<file path="src/design/tlf_pkg.sv">
package tlf_pkg;

   // Line geometry.
   localparam int LINE_COLS = 32;
   localparam int TAB_STOP  = 8;
   localparam int CHAR_W    = 8;

   // A column count must hold LINE_COLS itself; an address only reaches LINE_COLS - 1.
   localparam int COL_W  = $clog2(LINE_COLS + 1);
   localparam int ADDR_W = $clog2(LINE_COLS);

   // Character codes that steer the folding.
   localparam logic [CHAR_W-1:0] CODE_TAB   = 8'd9;
   localparam logic [CHAR_W-1:0] CODE_NL    = 8'd10;
   localparam logic [CHAR_W-1:0] CODE_BLANK = 8'd32;

   // Command kinds passed from the front end to the back end.
   localparam logic [1:0] CMD_CHAR = 2'd0;
   localparam logic [1:0] CMD_TAB  = 2'd1;
   localparam logic [1:0] CMD_NL   = 2'd2;

   typedef struct packed {
      logic [1:0]        kind;
      logic [CHAR_W-1:0] ch;
   } cmd_type;

endpackage

</file>
<file path="src/design/text_line_folder_core.sv">
// Text line folder. Each request beat carries one byte; the block keeps the current line in a
// 32-column line store and returns the folded text as response beats, with last_of_run set on
// the newline that closes each emitted line. A tab becomes blanks up to the next multiple of 8;
// a newline sends the buffered line (an empty line sends nothing); an ordinary byte that fills
// the line folds it just after the last blank past column 0, or at full width when there is
// none, and the remainder moves to the front. Text left in the store is never sent on its own.
// A front end classifies bytes into a two-entry command queue at one beat per cycle while
// the queue has a free entry. The back end runs one command at a time on the line store:
// an ordinary byte is written at the current column, a tab writes blanks one by one (up to 8),
// a line is sent beat by beat and then its newline, a fold search walks down from the last
// column, and the carry-over move copies each kept column to the front.
module text_line_folder_core (
   input  logic                       clock,
   input  logic                       reset,
   input  logic                       req_valid,
   output logic                       req_stall,
   input  logic [tlf_pkg::CHAR_W-1:0] req_in_char,
   output logic                       rsp_valid,
   input  logic                       rsp_stall,
   output logic [tlf_pkg::CHAR_W-1:0] rsp_out_char,
   output logic                       rsp_last_of_run
);

   logic             cmd_valid;
   tlf_pkg::cmd_type cmd;
   logic             cmd_pop;

   // Front end: classify bytes and queue them.
   tlf_front u_front (
      .clock       (clock),
      .reset       (reset),
      .req_valid   (req_valid),
      .req_stall   (req_stall),
      .req_in_char (req_in_char),
      .cmd_valid   (cmd_valid),
      .cmd         (cmd),
      .cmd_pop     (cmd_pop)
   );

   // Back end: line store sequencer and output register.
   tlf_back u_back (
      .clock           (clock),
      .reset           (reset),
      .cmd_valid       (cmd_valid),
      .cmd             (cmd),
      .cmd_pop         (cmd_pop),
      .rsp_valid       (rsp_valid),
      .rsp_stall       (rsp_stall),
      .rsp_out_char    (rsp_out_char),
      .rsp_last_of_run (rsp_last_of_run)
   );

endmodule

</file>
<file path="src/design/tlf_front.sv">
module tlf_front (
   input  logic                      clock,
   input  logic                      reset,
   input  logic                      req_valid,
   output logic                      req_stall,
   input  logic [tlf_pkg::CHAR_W-1:0] req_in_char,
   output logic                      cmd_valid,
   output tlf_pkg::cmd_type          cmd,
   input  logic                      cmd_pop
);

   localparam int Q_DEPTH = 2;
   localparam int Q_PTR_W = $clog2(Q_DEPTH);
   localparam int Q_CNT_W = $clog2(Q_DEPTH + 1);

   tlf_pkg::cmd_type     queue_ff [Q_DEPTH];
   logic [Q_PTR_W-1:0]   wr_ptr_ff, wr_ptr_in;
   logic [Q_PTR_W-1:0]   rd_ptr_ff, rd_ptr_in;
   logic [Q_CNT_W-1:0]   count_ff, count_in;
   logic                 push;
   tlf_pkg::cmd_type     cls;

   // Classify the incoming byte into a command.
   always_comb begin
      cls.ch = req_in_char;
      if (req_in_char == tlf_pkg::CODE_TAB) begin
         cls.kind = tlf_pkg::CMD_TAB;
      end else if (req_in_char == tlf_pkg::CODE_NL) begin
         cls.kind = tlf_pkg::CMD_NL;
      end else begin
         cls.kind = tlf_pkg::CMD_CHAR;
      end
   end

   // Queue control: a beat is taken whenever there is a free entry.
   assign req_stall = (count_ff == Q_CNT_W'(Q_DEPTH));
   assign push      = req_valid && !req_stall;
   assign cmd_valid = (count_ff != '0);
   assign cmd       = queue_ff[rd_ptr_ff];

   always_comb begin
      wr_ptr_in = push ? wr_ptr_ff + 1'b1 : wr_ptr_ff;
      rd_ptr_in = cmd_pop ? rd_ptr_ff + 1'b1 : rd_ptr_ff;
      count_in  = count_ff;
      if (push && !cmd_pop) begin
         count_in = count_ff + 1'b1;
      end else if (!push && cmd_pop) begin
         count_in = count_ff - 1'b1;
      end
   end

   always_ff @(posedge clock) begin
      if (reset) begin
         wr_ptr_ff <= '0;
         rd_ptr_ff <= '0;
         count_ff  <= '0;
      end else begin
         wr_ptr_ff <= wr_ptr_in;
         rd_ptr_ff <= rd_ptr_in;
         count_ff  <= count_in;
      end
   end

   // Queue storage needs no reset.
   always_ff @(posedge clock) begin
      if (push) begin
         queue_ff[wr_ptr_ff] <= cls;
      end
   end

   // The fill count never exceeds the queue depth.
   assert property (@(posedge clock) disable iff (reset) count_ff <= Q_CNT_W'(Q_DEPTH))
      else $error("command queue overfilled");

   // The back end only pops a command that is present.
   assert property (@(posedge clock) disable iff (reset) cmd_pop |-> count_ff != '0)
      else $error("pop from empty command queue");

   // A push without a pop grows the fill count by one.
   assert property (@(posedge clock) disable iff (reset)
      (push && !cmd_pop) |=> count_ff == $past(count_ff) + 1'b1)
      else $error("command queue count did not follow a push");

endmodule

</file>
<file path="src/design/tlf_back.sv">
module tlf_back (
   input  logic                       clock,
   input  logic                       reset,
   input  logic                       cmd_valid,
   input  tlf_pkg::cmd_type           cmd,
   output logic                       cmd_pop,
   output logic                       rsp_valid,
   input  logic                       rsp_stall,
   output logic [tlf_pkg::CHAR_W-1:0] rsp_out_char,
   output logic                       rsp_last_of_run
);

   localparam logic [2:0] S_IDLE   = 3'd0;
   localparam logic [2:0] S_TAB    = 3'd1;
   localparam logic [2:0] S_SEARCH = 3'd2;
   localparam logic [2:0] S_EMIT   = 3'd3;
   localparam logic [2:0] S_SHIFT  = 3'd4;

   localparam int COL_W  = tlf_pkg::COL_W;
   localparam int ADDR_W = tlf_pkg::ADDR_W;
   localparam int CHAR_W = tlf_pkg::CHAR_W;

   logic [CHAR_W-1:0] line_store_ff [tlf_pkg::LINE_COLS];
   logic [CHAR_W-1:0] rd_data_ff;

   logic [2:0]        state_ff, state_in;
   logic [COL_W-1:0]  col_ff, col_in;
   logic [COL_W-1:0]  idx_ff, idx_in;
   logic [COL_W-1:0]  cnt_ff, cnt_in;
   logic [COL_W-1:0]  fold_ff, fold_in;
   logic              shift_ff, shift_in;
   logic              data_ok_ff, data_ok_in;
   logic              rsp_valid_ff, rsp_valid_in;
   logic [CHAR_W-1:0] rsp_char_ff, rsp_char_in;
   logic              rsp_last_ff, rsp_last_in;

   logic              wr_en;
   logic [ADDR_W-1:0] wr_addr;
   logic [CHAR_W-1:0] wr_data;
   logic [ADDR_W-1:0] rd_addr;

   logic              out_free;
   logic [COL_W-1:0]  tab_pos;
   logic [COL_W-1:0]  tab_next;
   logic              tab_full;
   logic              tab_end;
   logic [COL_W-1:0]  idx_inc;
   logic [COL_W-1:0]  idx_dec;
   logic [COL_W-1:0]  col_inc;

   // The output register can take a new beat when empty or being drained.
   assign out_free = !rsp_valid_ff || !rsp_stall;

   // Tab expansion: the blank written at tab_pos ends the tab at a stop or at line end.
   assign tab_pos  = (state_ff == S_TAB) ? idx_ff : col_ff;
   assign tab_next = tab_pos + 1'b1;
   assign tab_full = (tab_next == COL_W'(tlf_pkg::LINE_COLS));
   assign tab_end  = tab_full || ((tab_next % COL_W'(tlf_pkg::TAB_STOP)) == '0);

   assign idx_inc = idx_ff + 1'b1;
   assign idx_dec = idx_ff - 1'b1;
   assign col_inc = col_ff + 1'b1;

   // Sequencer: executes one command at a time over the line store.
   always_comb begin
      state_in    = state_ff;
      col_in      = col_ff;
      idx_in      = idx_ff;
      cnt_in      = cnt_ff;
      fold_in     = fold_ff;
      shift_in    = shift_ff;
      data_ok_in  = data_ok_ff;
      cmd_pop     = 1'b0;
      wr_en       = 1'b0;
      wr_addr     = col_ff[ADDR_W-1:0];
      wr_data     = cmd.ch;
      rd_addr     = idx_ff[ADDR_W-1:0];
      rsp_char_in = rsp_char_ff;
      rsp_last_in = rsp_last_ff;
      rsp_valid_in = rsp_valid_ff && rsp_stall;

      case (state_ff)
         S_IDLE: begin
            if (cmd_valid) begin
               cmd_pop = 1'b1;
               case (cmd.kind)
                  tlf_pkg::CMD_TAB: begin
                     wr_en   = 1'b1;
                     wr_data = tlf_pkg::CODE_BLANK;
                     if (!tab_end) begin
                        state_in = S_TAB;
                        idx_in   = tab_next;
                     end else if (tab_full) begin
                        state_in = S_EMIT;
                        idx_in   = '0;
                        cnt_in   = COL_W'(tlf_pkg::LINE_COLS);
                        shift_in = 1'b0;
                        rd_addr  = '0;
                     end else begin
                        col_in = tab_next;
                     end
                  end
                  tlf_pkg::CMD_NL: begin
                     // An empty line produces no output at all.
                     if (col_ff != '0) begin
                        state_in = S_EMIT;
                        idx_in   = '0;
                        cnt_in   = col_ff;
                        shift_in = 1'b0;
                        rd_addr  = '0;
                     end
                  end
                  default: begin
                     wr_en = 1'b1;
                     if (col_inc == COL_W'(tlf_pkg::LINE_COLS)) begin
                        state_in   = S_SEARCH;
                        idx_in     = COL_W'(tlf_pkg::LINE_COLS - 1);
                        data_ok_in = 1'b0;
                     end else begin
                        col_in = col_inc;
                     end
                  end
               endcase
            end
         end

         S_TAB: begin
            wr_en   = 1'b1;
            wr_addr = idx_ff[ADDR_W-1:0];
            wr_data = tlf_pkg::CODE_BLANK;
            if (!tab_end) begin
               idx_in = tab_next;
            end else if (tab_full) begin
               state_in = S_EMIT;
               idx_in   = '0;
               cnt_in   = COL_W'(tlf_pkg::LINE_COLS);
               shift_in = 1'b0;
               rd_addr  = '0;
            end else begin
               col_in   = tab_next;
               state_in = S_IDLE;
            end
         end

         S_SEARCH: begin
            // Walk down from the last column looking for a blank past column 0.
            if (!data_ok_ff) begin
               data_ok_in = 1'b1;
            end else if (idx_ff == '0) begin
               state_in = S_EMIT;
               idx_in   = '0;
               cnt_in   = COL_W'(tlf_pkg::LINE_COLS);
               shift_in = 1'b0;
               rd_addr  = '0;
            end else if (rd_data_ff == tlf_pkg::CODE_BLANK) begin
               state_in = S_EMIT;
               idx_in   = '0;
               cnt_in   = idx_inc;
               fold_in  = idx_inc;
               shift_in = (idx_inc != COL_W'(tlf_pkg::LINE_COLS));
               rd_addr  = '0;
            end else begin
               idx_in  = idx_dec;
               rd_addr = idx_dec[ADDR_W-1:0];
            end
         end

         S_EMIT: begin
            // Stream the stored text one beat a cycle while the output register is free, then the newline.
            if (out_free) begin
               rsp_valid_in = 1'b1;
               if (idx_ff < cnt_ff) begin
                  rsp_char_in = rd_data_ff;
                  rsp_last_in = 1'b0;
                  idx_in      = idx_inc;
                  rd_addr     = idx_inc[ADDR_W-1:0];
               end else begin
                  rsp_char_in = tlf_pkg::CODE_NL;
                  rsp_last_in = 1'b1;
                  if (shift_ff) begin
                     state_in = S_SHIFT;
                     idx_in   = fold_ff;
                     rd_addr  = fold_ff[ADDR_W-1:0];
                  end else begin
                     state_in = S_IDLE;
                     col_in   = '0;
                  end
               end
            end
         end

         S_SHIFT: begin
            // Move the text after the fold point to the front of the line.
            wr_en   = 1'b1;
            wr_addr = ADDR_W'(idx_ff - fold_ff);
            wr_data = rd_data_ff;
            if (idx_ff == COL_W'(tlf_pkg::LINE_COLS - 1)) begin
               state_in = S_IDLE;
               col_in   = COL_W'(tlf_pkg::LINE_COLS) - fold_ff;
            end else begin
               idx_in  = idx_inc;
               rd_addr = idx_inc[ADDR_W-1:0];
            end
         end

         default: begin
            state_in = S_IDLE;
         end
      endcase
   end

   // Line store: one write and one registered read per cycle.
   always_ff @(posedge clock) begin
      if (wr_en) begin
         line_store_ff[wr_addr] <= wr_data;
      end
      rd_data_ff <= line_store_ff[rd_addr];
   end

   // Control state.
   always_ff @(posedge clock) begin
      if (reset) begin
         state_ff     <= S_IDLE;
         col_ff       <= '0;
         data_ok_ff   <= 1'b0;
         shift_ff     <= 1'b0;
         rsp_valid_ff <= 1'b0;
      end else begin
         state_ff     <= state_in;
         col_ff       <= col_in;
         data_ok_ff   <= data_ok_in;
         shift_ff     <= shift_in;
         rsp_valid_ff <= rsp_valid_in;
      end
   end

   // Counters and the output beat.
   always_ff @(posedge clock) begin
      idx_ff      <= idx_in;
      cnt_ff      <= cnt_in;
      fold_ff     <= fold_in;
      rsp_char_ff <= rsp_char_in;
      rsp_last_ff <= rsp_last_in;
   end

   assign rsp_valid       = rsp_valid_ff;
   assign rsp_out_char    = rsp_char_ff;
   assign rsp_last_of_run = rsp_last_ff;

   // The column always stays inside the line.
   assert property (@(posedge clock) disable iff (reset)
      col_ff < COL_W'(tlf_pkg::LINE_COLS))
      else $error("column ran past the line width");

   // Every run of output ends with a newline.
   assert property (@(posedge clock) disable iff (reset)
      (rsp_valid_ff && rsp_last_ff) |-> rsp_char_ff == tlf_pkg::CODE_NL)
      else $error("final beat of a run is not a newline");

   // The emit counter never passes the line length being sent.
   assert property (@(posedge clock) disable iff (reset)
      (state_ff == S_EMIT) |-> idx_ff <= cnt_ff)
      else $error("emit index beyond line length");

   // A shift only follows a fold after a blank inside the line.
   assert property (@(posedge clock) disable iff (reset)
      (state_ff == S_SHIFT) |-> (fold_ff > COL_W'(1) &&
                                 fold_ff < COL_W'(tlf_pkg::LINE_COLS)))
      else $error("shift with an invalid fold point");

endmodule
</file>
<file path="config.mk">
export PLATFORM = sky130hd
export DESIGN_NAME = text_line_folder_core
export DESIGN_NICKNAME = d
export VERILOG_FILES = /design/src/design/tlf_pkg.sv /design/src/design/text_line_folder_core.sv /design/src/design/tlf_front.sv /design/src/design/tlf_back.sv
export SDC_FILE = /design/constraint.sdc
export NUM_CORES = 1
export LEC_CHECK = 0
export BUFFER_PORTS_ARGS = -buffer_cell sky130_fd_sc_hd__buf_4
export CAP_MARGIN = 20
export CORE_ASPECT_RATIO = 1.75
export CORE_MARGIN = 3
export CORE_UTILIZATION = 30
export CTS_CLUSTER_DIAMETER = 80
export CTS_CLUSTER_SIZE = 24
export DETAILED_ROUTE_END_ITERATION = 12
export GPL_ROUTABILITY_DRIVEN = 0
export GPL_TIMING_DRIVEN = 0
export PLACE_DENSITY = 0.42
export SKIP_LAST_GASP = 1
export SYNTH_ARGS = -nofsm -noshare
export SYNTH_HDL_FRONTEND = slang
export SYNTH_HIERARCHICAL = 1
export SYNTH_SLANG_ARGS = --single-unit
</file>
<file path="constraint.sdc">
create_clock -name clock -period 5.9 [get_ports clock]
set_input_delay 0.59 -clock clock [delete_from_list [all_inputs] [get_ports clock]]
set_output_delay 0.59 -clock clock [all_outputs]
set_load 0.005 [all_outputs]
</file>
==> metrics.txt <==
status=completed; H-tree lvl count=1; layout cell share with drive strength beyond 1=11.1%; Synth Register Bits=328; Async S/R FF share, synth=0%; antenna-violating nets left=0; total negative slack=0 ns; average wire per standard cell=27.7 µm; Setup violations, final=0; commonest cells after routing, fill and taps aside=303 x edfxtp_1, 190 x nand2_1, 89 x nor2_1; yosys warns=6; largest net degree at the start of global routing=33; Cell Area, Synth=15,600 µm²; Die Y=308 µm; ant diodes=0; synthesis-to-layout area growth=10.9%; die area=54,800 µm²; DIE WIDTH=178 µm; final period utilization=98.0%; Tot GR Track Use=20.2%; maximum root-to-sink buffer count=3; Min Hold Slack=0.243 ns; total wire length=56,000 µm; worst skew pair latency=0.54 ns; dominant cells by area after synthesis=edfxtp_1 58%, nand2_1 4.6%, mux2i_1 3.3%; Initial DRC Count=927; CP Capture Type=flop; leakage power=5.74 nW; num rows=109; Synth Instances=1,296; Final Critical Period=5.78 ns; total vias in the final route=11,100; # placed instances=1,989; starting density of the core=30.6%; startpoint types=flop; core box area=51,000 µm²; WP data required=6.29 ns; f_max=0.173 GHz; initial antenna violation count=0; CP max FO=10; Post-synth EDFFs=303; grt ovf=0; max-slew violation total from the final report=0; Fill cells=5,125; Synth cell types=87; hpwl dp=41,000 µm; crit path DAT=6.17 ns; Peak VDD IR=250 µV; PortBufs=22; Clock transition at path regs=0.10 ns; Mapped Nets=1,328; Synth Flop Type=edfxtp_1; vias in the first global route=11,200; share of the synthesized area in the top cell type=58.4%; multi-input combinational cell area=5440 µm²; RSZ-0062 raised after global routing=false; sequential area share after synthesis=61.6%; vias per inst=5.50; Clock Skews=0.0222 ns; Crit Path Category=flop to flop; CTS root buf=clkbuf_16; CTS Buf Count=18; Hold Vio Cnt, Final=0; Slew @ Worst Pin=1.20 ns; Hold Path Class=input pin to flop; commonest non-fill, non-tap cell in the layout=edfxtp_1; Pre-Repair DR Iteration Count=6; CTS tree=done; clock sinks=328; Post-Layout Cell Count=2,022; Worst slew margin=19.2%; cell accounting for the most synthesized area=edfxtp_1; IO Pins=23; register area=9600 µm²; Nets=1,381; syn avg cell area=12.0 µm²; first-pass GRT wire length=80,000 µm; maxcap violations=0; DRC=0; pwr dens=633 nW/µm²
[area by class of cell]
cell class / instances / area share (%)
Clock inverter: 2 / 0.210
Timing Repair Buffer: 33 / 1.71
Sequential cell: 328 / 55.6
Tap cell: 666 / 4.82
Buffer: 83 / 2.48
Inverter: 39 / 0.847
Clock buffer: 25 / 2.88
Multi-Input combinational cell: 846 / 31.5
[registers in the layout (all words and copies together) (netlist names), named ones only]
signal	flops
u_back/line_store_ff	256
u_back/state_ff	3
u_front/rd_ptr_ff	1
u_back/col_ff	6
u_back/rsp_valid	1
u_back/cnt_ff	6
u_back/rd_data_ff	8
u_front/wr_ptr_ff	1
u_front/count_ff	2
u_back/rsp_out_char	8
u_back/idx_ff	6
u_back/shift_ff	1
u_back/rsp_last_of_run	1
u_back/fold_ff	6
u_back/data_ok_ff	1
u_front/queue_ff	20
[logic make-up after synthesis]
| logic type | Yosys count | synth area share, % |
|---|---|---|
| simple gates | 447 | 13.4 |
| fa+ha+maj | 20 | 1.65 |
| xor+xnor | 23 | 1.29 |
| buf+inv | 122 | 3.68 |
| compound gates | 290 | 14.0 |
| mux | 66 | 4.35 |
| flops | 328 | 61.6 |
[per-stage QoR]
stage	utilization, %	power [mW]	setup WS (ns)	area (µm²)
floorplan	-	6.93	1.96	15600
global placement	32.5	9.49	-0.105	16600
detailed placement	32.7	9.53	-0.143	16700
CTS	33.8	11.0	0.0270	17200
global route	33.9	11.5	0.00375	17300
finish	33.9	10.9	0.117	17300
[synth_stat cells, types with 7 or more instances]
| master | count |
|---|---|
| edfxtp_1 | 303 |
| nand2_1 | 190 |
| nor2_1 | 90 |
| nand3_1 | 59 |
| a21oi_1 | 53 |
| mux2i_1 | 52 |
| o21ai_0 | 45 |
| clkbuf_1 | 44 |
| inv_1 | 36 |
| dfxtp_1 | 25 |
| buf_2 | 20 |
| a221oi_1 | 19 |
| a311oi_1 | 19 |
| ha_1 | 19 |
| a32oi_1 | 18 |
| nand4_1 | 18 |
| o31a_1 | 17 |
| mux2_2 | 14 |
| a2111oi_0 | 13 |
| o22ai_1 | 12 |
| xnor2_1 | 12 |
| a22oi_1 | 11 |
| or3_1 | 11 |
| xor2_1 | 11 |
| and2_1 | 10 |
| nand2b_1 | 10 |
| nor2b_1 | 9 |
| o211ai_1 | 9 |
| a22o_1 | 8 |
| a31oi_1 | 8 |
| buf_4 | 7 |
| buf_6 | 7 |
| o221ai_1 | 7 |
| or2_2 | 7 |
[layer usage]
metal / vias up / wire length [µm] / GRT usage [%]
li1: 5022 / - / -
met1: 5596 / 19300 / 20.5
met2: 356 / 30800 / 38.8
met3: 145 / 2050 / 2.49
met4: 0 / 3890 / 11.7
met5: - / 0 / 0
[repair_timing]
action                                  CTS  global route
endpoints found under the setup margin    2             8
pin swaps                                 1             1
setup buffers                             2             2
hold buffers                              0             0
resized for setup                         1             5
[critical path, cell delays in order, from the launching register on]
cell	delay, ns
dfxtp_1	0.32
buf_2	0.18
nor3b_4	0.41
clkbuf_1	0.48
buf_1	0.47
o21ai_0	0.16
ha_1	0.25
ha_1	0.38
nand2b_1	0.20
a211oi_2	0.20
a32o_2	0.28
a311o_1	0.23
nand3_2	0.31
clkbuf_1	0.35
a2111oi_0	0.41
a221oi_1	0.18
a22oi_1	0.62
nand3_1	0.18
[report_power, final]
part           internal (mW)  switching (mW)
Combinational           1.83            4.45
Clock                  0.611           0.782
Sequential              3.13           0.144
[worst paths after layout]
| path | start | to | slack (ns) | cells past startpoint |
|---|---|---|---|---|
| setup / recovery | u_back/state_ff[1]$_SDFFE_PP0P_ | u_back/rd_data_ff[0]$_DFF_P_ | 0.12 | 17 |
| hold / removal | req_in_char[3] | u_front/queue_ff[1][3]$_DFFE_PP_ | 0.24 | 1 |
| setup reg to reg | u_back/state_ff[1]$_SDFFE_PP0P_ | u_back/rd_data_ff[0]$_DFF_P_ | 0.12 | 17 |
| hold reg to reg | u_front/count_ff[1]$_SDFFE_PP0P_ | u_front/count_ff[1]$_SDFFE_PP0P_ | 0.51 | 2 |
Power figures use the tool's default switching activity.
